--- config.mk ---
export PLATFORM = sky130hd
export DESIGN_NAME = olad_ram
export DESIGN_NICKNAME = d
export VERILOG_FILES = /design/src/hw/rtl/olad_ram.sv
export SDC_FILE = /design/constraint.sdc
export NUM_CORES = 1
export LEC_CHECK = 0
export BUFFER_PORTS_ARGS = -buffer_cell sky130_fd_sc_hd__buf_2
export CORE_ASPECT_RATIO = 1.4
export CORE_MARGIN = 1
export CORE_UTILIZATION = 50
export CTS_BUF_LIST = sky130_fd_sc_hd__clkbuf_16
export DETAILED_ROUTE_END_ITERATION = 10
export GPL_ROUTABILITY_DRIVEN = 0
export PLACE_DENSITY = 0.67
export REMOVE_ABC_BUFFERS = 1
export SYNTH_ARGS = -nofsm -noshare
export SYNTH_HDL_FRONTEND = slang
export SYNTH_SLANG_ARGS = --single-unit
export TNS_END_PERCENT = 20
--- constraint.sdc ---
create_clock -name clk -period 4.8 [get_ports clk]
set_clock_uncertainty 0.05 [all_clocks]
set_input_delay 0.72 -clock clk [delete_from_list [all_inputs] [get_ports clk]]
set_output_delay 0.72 -clock clk [all_outputs]
set_load 0.01 [all_outputs]
--- src/hw/rtl/olad_ram.sv ---
// Generic single-write, single-read synchronous RAM, registered read data.
`default_nettype none

module olad_ram #(
	parameter  int DEPTH = 16,
	parameter  int WIDTH = 32,
	localparam int AW    = (DEPTH > 1) ? $clog2(DEPTH) : 1
) (
	input  wire logic             clk,
	input  wire logic             we,
	input  wire logic [AW-1:0]    waddr,
	input  wire logic [WIDTH-1:0] wdata,
	input  wire logic             re,
	input  wire logic [AW-1:0]    raddr,
	output      logic [WIDTH-1:0] rdata
);

	logic [WIDTH-1:0] mem [DEPTH];

	always_ff @(posedge clk) begin
		if (we) begin
			mem[waddr] <= wdata;
		end
	end

	always_ff @(posedge clk) begin
		if (re) begin
			rdata <= mem[raddr];
		end
	end

endmodule

`default_nettype wire

==> results of run 1 <==
## flip-flops by register name (all words and copies together) (netlist names)
signal,flops
mem,512
rdata,32
## cell type report
class	instances	area, µm²
Sequential cell	544	16300
Multi-Input combinational cell	251	3750
Fill cell	2913	16700
Clock buffer	49	1230
Timing Repair Buffer	99	607
Tap cell	528	661
Clock inverter	37	270
## cell usage in the layout, fill, tap and decap left out
cell                        Yosys  final
sky130_fd_sc_hd__nand3_1        1      1
sky130_fd_sc_hd__clkinv_1       0      8
sky130_fd_sc_hd__inv_1          0     15
sky130_fd_sc_hd__inv_6          0      2
sky130_fd_sc_hd__nand2b_1       2      2
sky130_fd_sc_hd__nand2_1       33     33
sky130_fd_sc_hd__clkbuf_16      0     49
sky130_fd_sc_hd__nor2b_4        0      2
sky130_fd_sc_hd__clkbuf_8       0      1
sky130_fd_sc_hd__nand3b_1       2      2
sky130_fd_sc_hd__buf_2          4     72
sky130_fd_sc_hd__a22oi_1       64     64
sky130_fd_sc_hd__nor3_2         0      4
sky130_fd_sc_hd__mux4_2       128    128
sky130_fd_sc_hd__and2_2         0      1
sky130_fd_sc_hd__buf_12         0      3
sky130_fd_sc_hd__inv_8          0      1
sky130_fd_sc_hd__nor2_4         0     13
sky130_fd_sc_hd__edfxtp_1     544    544
sky130_fd_sc_hd__bufinv_16      0      4
sky130_fd_sc_hd__or3b_2         1      1
sky130_fd_sc_hd__clkinv_2       0      7
sky130_fd_sc_hd__buf_4         11     23
## cells by family after synthesis
| logic type | count (synthesis) | synth area share |
|---|---|---|
| multiplexers | 128 | 0.143 |
| flip-flops | 544 | 0.810 |
| buffers and inverters | 43 | 0.0110 |
| AO/OA/AOI/OAI | 64 | 0.0238 |
| AND/OR/NAND/NOR | 59 | 0.0125 |
## layer usage
| layer | vias to the layer above | part of all wire | track usage |
|---|---|---|---|
| li1 | 3809 | - | - |
| met1 | 4849 | 0.43 | 0.306 |
| met2 | 262 | 0.51 | 0.345 |
| met3 | 49 | 0.046 | 0.0250 |
| met4 | 0 | 0.016 | 0.0496 |
| met5 | - | 0 | 0 |
## worst max path at each step
| stage | end | slack (ps) | depth (start not counted) |
|---|---|---|---|
| final | rdata[16]$_DFFE_PP_ | 2470 | 5 |
| after global routing | rdata[16]$_DFFE_PP_ | 2320 | 5 |
| after global placement | rdata[5]$_DFFE_PP_ | 1860 | 5 |
| after detailed placement | rdata[5]$_DFFE_PP_ | 1860 | 5 |
| after floorplan | mem[0][0]$_DFFE_PP_ | 850 | 2 |
| after CTS | mem[13][6]$_DFFE_PP_ | 2440 | 4 |
## where the power goes
group	switching [mW]	internal (mW)
logic	0.276	0.184
registers	0.0285	5.35
clock network	1.63	2.06
total	1.94	7.60
## through the flow
step | setup slack (ps) | hold WS (ps)
floorplan | 850 | 660
global placement | 1860 | 675
detailed placement | 1860 | 682
CTS | 2440 | 453
global route | 2320 | 482
finish | 2470 | 472
==> results_dict.tcl, run 1 <==
set metrics [dict create \
    status "finished clean" \
    clock_transition_at_the_register_clock_pins_on_the_worst_setup_and_hold_paths_after_cts_ps 60 \
    peakVddDrop_mv 0.286 \
    global_route.overflow_total 0 \
    post_synth_edffs 544 \
    netlist-cell-type-count 17 \
    floorplan.die.width_um 172 \
    setup-tns-final_ps 0 \
    clock_tree.buffer_depth 3 \
    post-dp-hpwl_um 21300 \
    critical_path.cell_chain "clkbuf_8, buf_12, mux4_2, a22oi_1, nand2_1" \
    post_synth_most_frequent_cells "sky130_fd_sc_hd__edfxtp_1 (544), sky130_fd_sc_hd__mux4_2 (128), sky130_fd_sc_hd__a22oi_1 (64), sky130_fd_sc_hd__nand2_1 (33), sky130_fd_sc_hd__clkbuf_1 (17)" \
    detail_route.iter0.violations 955 \
    netlist_top_cells_area "sky130_fd_sc_hd__edfxtp_1 (81%), sky130_fd_sc_hd__mux4_2 (14%), sky130_fd_sc_hd__a22oi_1 (2.4%), sky130_fd_sc_hd__nand2_1 (0.61%), sky130_fd_sc_hd__buf_4 (0.41%)" \
    criticalPathCategory "input pin to flip-flop" \
    crit_path_start "raddr[0]" \
    antenna_violating_nets_post_route 0 \
    cts_setup_buffers 0 \
    grt.total_usage 0.211 \
    crit_path_max_fanout 51 \
    crit_path_end_kind "flip-flop" \
    achievable-frequency_ghz 0.429 \
    antenna_violations_before_repair 0 \
    cts-root-buf "sky130_fd_sc_hd__clkbuf_16" \
    finalInstanceArea_mm2 0.0228 \
    crit_path_max_incr_delay_ps 570 \
    yosysWarningCount 0 \
    worstHoldStart "wdata[23]" \
    die-area_mm2 0.0412 \
    worst_hold_path_type "input pin to flip-flop" \
    synthesis.area_mm2 0.0202 \
    synth-seq-area-share 0.810 \
    worst_slew_margin_rel 0.230 \
    post_route_cells_drive_above_1_share 0.317 \
    dp.cells 1422 \
    synth_area_leader_cell "sky130_fd_sc_hd__edfxtp_1" \
    setup_repair_after_global_routing_missed_its_margin "no" \
    timing_max_transition_violations_final 0 \
    max_cap_viol_count 0 \
    count_of_state_elements_after_synthesis 544 \
    core-area_mm2 0.0396 \
    post_dp_cell_area_mm2 0.0214 \
    tritoncts "built" \
    post-synth-top-count-cell "sky130_fd_sc_hd__edfxtp_1" \
    cellLeakagePower_nw 7.31 \
    port_buffers 74 \
    period_minus_slack_ps 2330 \
    hold-path-cell-count 1 \
    wl_per_cell_um 27.4 \
    initial_cell_density_of_the_core 0.509 \
    worstSkewPairLatency_ps 560 \
    cp_num_buf_inv 2 \
    rr_worst_depth 3 \
    cp_data_arrival_time_ps 2570 \
    regToRegSetupSlack_ps 3270 \
    vias_per_cell 5.95 \
    finish.utilization 0.577 \
    rr_startpoint "mem[11][28]$_DFFE_PP_" \
    fin_cells 1508 \
    top_reg_cell_synth "sky130_fd_sc_hd__edfxtp_1" \
    synthCells 838 \
    total_power_mw 9.53 \
    rows 86 \
    worstMarginPinSlew_ps 1150 \
    synthArstFlopShare 0 \
    vias_in_the_first_global_route 9426 \
    cells_resized_by_post_cts_repair 0 \
    vias 8969 \
    critical_path_launch_point_type "input pin" \
    grt_first_pass_wirelength_um 61300 \
    insertedDiodeCount 0 \
    critical-path-slowest-cell "sky130_fd_sc_hd__mux4_2" \
    cellPowerDensity_mw_per_mm2 417 \
    post_cts_hold_buffer_count 0 \
    path_delay_family "buffers and inverters" \
    whs_endpoint "mem[6][23]$_DFFE_PP_" \
    cts.htree.levels 2 \
    numClockSinks 544 \
    chipHeight_um 240 \
    totalWireLength_um 41400 \
    fin_nets 987 \
    synth.top_cell.area_share 0.810 \
    grt_max_degree 59 \
    mean_instance_size_in_the_synthesized_netlist_um2 24.1 \
    timing.final.hold_violations 0 \
    finalSetupViolations 0 \
    period_share 0.485 \
    cts_inserted_buffers 48 \
    worst_ep_required_time_ps 5040 \
    drc 0 \
    io_pins 75 \
    detailedRoute.firstPassIterationCount 5 \
    r2r_end "rdata[28]$_DFFE_PP_" \
    area_growth_pct 13.3 \
]
No activity file was read; power rests on OpenSTA's default activity.
==> inputs of run 2 (changes only) <==
PLACE_DENSITY = 0.69   (was 0.67)
clock period = 2 ns   (was 4.8 ns; I/O delays follow)
==> run 2 against run 1 <==
Compared with the run above: combinational power rose to 2.6 times the previous value; critical endpoint is now rdata[4]$_DFFE_PP_; clock power grew 140%; flip-flop and latch count stayed put; critical path type is now flip-flop to flip-flop; non-clock buffer count is 31 higher; largest power group unchanged; critical path depth decreased by 2; total power increased by 140%; register-to-register slack got worse by 2800 ps; core utilization grew 1.5 points; final cell count rose by 1.9%.
==> results_dict.tcl, run 2 (synthesized netlist as in run 1, its figures left out) <==
set metrics [dict create \
    clock_transition_at_the_register_clock_pins_on_the_worst_setup_and_hold_paths_after_cts_ps 70 \
    grt_first_pass_wirelength_um 62700 \
    totalWireLength_um 42600 \
    floorplan.die.width_um 172 \
    area_growth_pct 16.2 \
    fin_nets 1016 \
    max_cap_viol_count 0 \
    clock_tree.buffer_depth 3 \
    crit_path_max_fanout 1 \
    cp_data_arrival_time_ps 1780 \
    detail_route.iter0.violations 905 \
    port_buffers 74 \
    critical_path.cell_chain "mux4_2, a22oi_1, nand2_1" \
    status "finished clean" \
    max_flop_register "mem" \
    cts_inserted_buffers 46 \
    power_share_of_the_combinational_group 0.052 \
    setup_repair_after_global_routing_missed_its_margin "no" \
    post-dp-hpwl_um 22700 \
    finalSetupViolations 0 \
    worst_hold_path_type "input pin to flip-flop" \
    most-common-layout-cells "sky130_fd_sc_hd__edfxtp_1 (544), sky130_fd_sc_hd__mux4_2 (128), sky130_fd_sc_hd__buf_2 (72)" \
    die-area_mm2 0.0412 \
    timing.final.hold_violations 0 \
    clock_power_share 0.387 \
    finish.utilization 0.592 \
    critical-path-slowest-cell "sky130_fd_sc_hd__mux4_2" \
    largest_register_ff_count 512 \
    grt.total_usage 0.217 \
    post_cts_hold_buffer_count 0 \
    post_route_cells_drive_above_1_share 0.343 \
    power.switching_mw 4.63 \
    global_route.overflow_total 0 \
    cts-root-buf "sky130_fd_sc_hd__clkbuf_16" \
    initial_cell_density_of_the_core 0.509 \
    drc 0 \
    cell_internal_pwr_mw 18.4 \
    cellPowerDensity_mw_per_mm2 983 \
    wl_per_cell_um 27.7 \
    antenna_violating_nets_post_route 0 \
    worstMarginPinSlew_ps 1060 \
    worst_slew_margin_rel 0.295 \
    p_seq_frac 0.560 \
    criticalPathCategory "flip-flop to flip-flop" \
    detailedRoute.firstPassIterationCount 5 \
    vias_in_the_first_global_route 9716 \
    cellLeakagePower_nw 7.54 \
    insertedDiodeCount 0 \
    antenna_violations_before_repair 0 \
    worst_ep_required_time_ps 2240 \
    rows 86 \
    grt_max_degree 56 \
    timing_max_transition_violations_final 0 \
    worstSkewPairLatency_ps 560 \
    vias_per_cell 6.05 \
    numClockSinks 544 \
    postLayoutSetupSlackWorst_ps 460 \
    peakVddDrop_mv 0.526 \
    tritoncts "built" \
    core-area_mm2 0.0396 \
    cp_num_buf_inv 0 \
    cts.htree.levels 2 \
    achievable-frequency_ghz 0.649 \
    period_minus_slack_ps 1540 \
    path_delay_family "multiplexers" \
    critical_path_launch_point_type "flip-flop" \
    vias 9304 \
    crit_path_end_kind "flip-flop" \
    biggestRegsByFlops "mem: 512 flops, rdata: 32 flops" \
    dpl_worst_slack_ps -53.6 \
    switching_share 0.201 \
    chipHeight_um 240 \
    crit_path_max_incr_delay_ps 490 \
    cts_setup_buffers 0 \
    period_share 0.770 \
    layout.cells.most_common "sky130_fd_sc_hd__edfxtp_1" \
    cells_resized_by_post_cts_repair 0 \
    io_pins 75 \
]
run 2: changes by cell type in the layout (fill, tap and decap cells not counted):
cell / before / now
sky130_fd_sc_hd__clkinv_4: 0 / 1
sky130_fd_sc_hd__inv_8: 1 / 0
sky130_fd_sc_hd__clkinv_1: 8 / 9
sky130_fd_sc_hd__clkinvlp_4: 0 / 2
sky130_fd_sc_hd__inv_6: 2 / 0
sky130_fd_sc_hd__buf_4: 23 / 26
sky130_fd_sc_hd__bufinv_16: 4 / 5
sky130_fd_sc_hd__buf_12: 3 / 31
sky130_fd_sc_hd__clkinv_2: 7 / 10
sky130_fd_sc_hd__inv_1: 15 / 8
run 2: power by group through the flow:
stage               registers (mW)  logic, mW  clock network (mW)
floorplan                     13.2      0.492                   0
global placement              13.2       1.18                   0
detailed placement            13.2       1.21                   0
CTS                           12.9       1.22                9.05
global route                  12.9       1.29                9.43
finish                        12.9       1.20                8.93
run 2: path summary, 6_finish.rpt:
check	cells after the start	end	slack (ps)	startpoint
hold reg to reg	3	rdata[26]$_DFFE_PP_	700	mem[15][26]$_DFFE_PP_
setup / recovery	3	rdata[4]$_DFFE_PP_	460	mem[11][4]$_DFFE_PP_
hold / removal	1	mem[8][15]$_DFFE_PP_	60	wdata[15]
setup reg to reg	3	rdata[4]$_DFFE_PP_	460	mem[11][4]$_DFFE_PP_
run 2: layer usage:
| metal | up-vias | GRT usage | wire length (µm) |
|---|---|---|---|
| li1 | 3869 | - | - |
| met1 | 4972 | 0.294 | 17000 |
| met2 | 388 | 0.364 | 21900 |
| met3 | 75 | 0.0307 | 2670 |
| met4 | 0 | 0.0705 | 1110 |
| met5 | - | 0 | 0 |
run 2: area by class of cell:
cell class	count	area (µm²)
Tap cell	528	661
Multi-Input combinational cell	251	3750
Timing Repair Buffer	130	1190
Clock inverter	35	288
Fill cell	2823	16100
Clock buffer	49	1230
Sequential cell	544	16300
run 2: metrics by stage:
step	total power, mW	hold slack [ps]	TNS (ps)	instance area [µm²]	instances
2_1_floorplan	13.7	349	-323130	20000	795
3_3_place_gp	14.3	616	-81.9	21900	1453
3_5_place_dp	14.4	625	-278	21900	1453
4_1_cts	23.2	31.7	0	23500	1537
5_1_grt	23.6	49.3	0	23500	1537
6_report	23.0	58.2	0	23500	1537
==> inputs of run 3 (changes only) <==
clock period = 1.25 ns   (was 2 ns; I/O delays follow)
==> run 3 against run 2 <==
Compared with the run above: the run now ends with setup timing left; count of clock-buffer cells in the layout up 1; core utilization up 3.1 points; fmax up 4.6%; design area up 5.2%; final cell count up 6.2%.
==> results_dict.tcl, run 3 (synthesized netlist as in run 1, its figures left out) <==
set metrics [dict create \
    io_pins 75 \
    post-dp-hpwl_um 25200 \
    rows 86 \
    floorplan.die.width_um 172 \
    cp_data_arrival_time_ps 1740 \
    initial_cell_density_of_the_core 0.509 \
    cellLeakagePower_nw 8.06 \
    totalWireLength_um 43300 \
    crit_path_end_kind "flip-flop" \
    timing.hold.ws_ps 84.8 \
    vias 9658 \
    grt.total_usage 0.221 \
    grt_max_degree 33 \
    crit_path_max_fanout 1 \
    rr_worst_depth 3 \
    status "finished, violations left" \
    insertedDiodeCount 0 \
    finalSetupViolations 64 \
    cts_inserted_buffers 49 \
    clock_transition_at_the_register_clock_pins_on_the_worst_setup_and_hold_paths_after_cts_ps 60 \
    worst_ep_required_time_ps 1520 \
    violations "setup timing" \
    fin_nets 1111 \
    worstMarginPinSlew_ps 1050 \
    max_flop_register "mem" \
    wl_per_cell_um 26.5 \
    worst_slew_margin_rel 0.295 \
    antenna_violating_nets_post_route 0 \
    timing.final.hold_violations 0 \
    drc 0 \
    postLayoutSetupSlackWorst_ps -223 \
    worst_hold_path_type "input pin to flip-flop" \
    criticalPathCategory "flip-flop to flip-flop" \
    area_growth_pct 22.3 \
    clock_tree.buffer_depth 3 \
    max_cap_viol_count 0 \
    critical_path_launch_point_type "flip-flop" \
    peakVddDrop_mv 0.959 \
    fill_cells 2704 \
    worstHoldStart "re" \
    critical_path.endpoint "rdata[8]$_DFFE_PP_" \
    die-area_mm2 0.0412 \
    rr_startpoint "mem[11][8]$_DFFE_PP_" \
    post_route_cells_drive_above_1_share 0.406 \
    tritoncts "built" \
    regToRegSetupSlack_ps -220 \
    hold-path-cell-count 2 \
    largest_register_ff_count 512 \
    chipHeight_um 240 \
    timing_max_transition_violations_final 0 \
    port_buffers 74 \
    detailedRoute.firstPassIterationCount 5 \
    biggestRegsByFlops "mem: 512 flops, rdata: 32 flops" \
    setup_repair_after_global_routing_missed_its_margin "yes" \
    r2r_end "rdata[8]$_DFFE_PP_" \
    period_minus_slack_ps 1470 \
    vias_per_cell 5.91 \
    grt_first_pass_wirelength_um 64100 \
    core-area_mm2 0.0396 \
    antenna_violations_before_repair 0 \
    cellPowerDensity_mw_per_mm2 1490 \
    most-common-layout-cells "sky130_fd_sc_hd__edfxtp_1 (544), sky130_fd_sc_hd__mux4_2 (128), sky130_fd_sc_hd__buf_2 (71)" \
    setup-tns-final_ps -8450 \
    achievable-frequency_ghz 0.679 \
    detail_route.iter0.violations 976 \
    global_route.overflow_total 0 \
    layout.cells.most_common "sky130_fd_sc_hd__edfxtp_1" \
    crit_path_start "mem[11][8]$_DFFE_PP_" \
    worstSkewPairLatency_ps 590 \
    cts-root-buf "sky130_fd_sc_hd__clkbuf_16" \
    period_share 1.18 \
    vias_in_the_first_global_route 9978 \
    cts.htree.levels 2 \
    cts_setup_buffers 0 \
    numClockSinks 544 \
]
## run 3: cell types whose count changed in the layout (fill, tap and decap cells not counted), sizes merged
cell	delta
buf	+60
dlygate4sd3	+32
inv	+7
bufinv	-4
clkinv	+2
clkbuf	+1
clkinvlp	-2
## run 3: power by group
part | total (mW) | internal, mW | leakage, nW | switching [mW]
combinational | 2.30 | 1.09 | 2.34 | 1.21
clock | 13.7 | 7.45 | 0.770 | 6.28
sequential | 20.7 | 20.5 | 4.94 | 0.120
total | 36.7 | 29.1 | 8.06 | 7.61
## run 3: final cells by class
cell class	count	area, µm²	area share
repair buffers	222	2220	0.0899
well taps	528	661	0.0268
clock buffers	50	1250	0.0507
flip-flops and latches	544	16300	0.662
multi-input cells	251	4000	0.162
clock inverters	38	211	0.00857
## run 3: repair_timing
action	CTS	global route
setup endpoints to repair	64	65
gates resized for setup	31	19
pin swaps	46	16
hold buffers	32	0
endpoints found under the hold margin	512	0
## run 3: critical path: stages, from the launching register on
cell	delay, ps
sky130_fd_sc_hd__edfxtp_1	360
sky130_fd_sc_hd__mux4_2	510
sky130_fd_sc_hd__a22oi_2	190
sky130_fd_sc_hd__nand2_1	80
## run 3: per-stage QoR
step / setup WS (ps) / power (mW) / cells / area [µm²] / util
after floorplan: -2170 / 21.9 / 795 / 20000 / -
after global placement: -646 / 23.1 / 1513 / 22600 / 0.572
after detailed placement: -640 / 23.2 / 1513 / 22600 / 0.572
after CTS: -231 / 36.9 / 1633 / 24600 / 0.621
after global routing: -274 / 37.7 / 1633 / 24700 / 0.623
final: -223 / 36.7 / 1633 / 24700 / 0.623
## run 3: worst min-delay path by stage
stage,to,slack (ps)
after floorplan,mem[0][0]$_DFFE_PP_,240
after global placement,mem[1][28]$_DFFE_PP_,500
after detailed placement,mem[6][21]$_DFFE_PP_,520
after CTS,rdata[25]$_DFFE_PP_,70
after global routing,rdata[13]$_DFFE_PP_,70
final,rdata[24]$_DFFE_PP_,80
## run 3: metal layers
layer | vias to the layer above | GRT usage | wire length, µm
li1 | 4072 | - | -
met1 | 5106 | 0.310 | 17000
met2 | 388 | 0.359 | 22000
met3 | 92 | 0.0284 | 2920
met4 | 0 | 0.0829 | 1380
met5 | - | 0 | 0
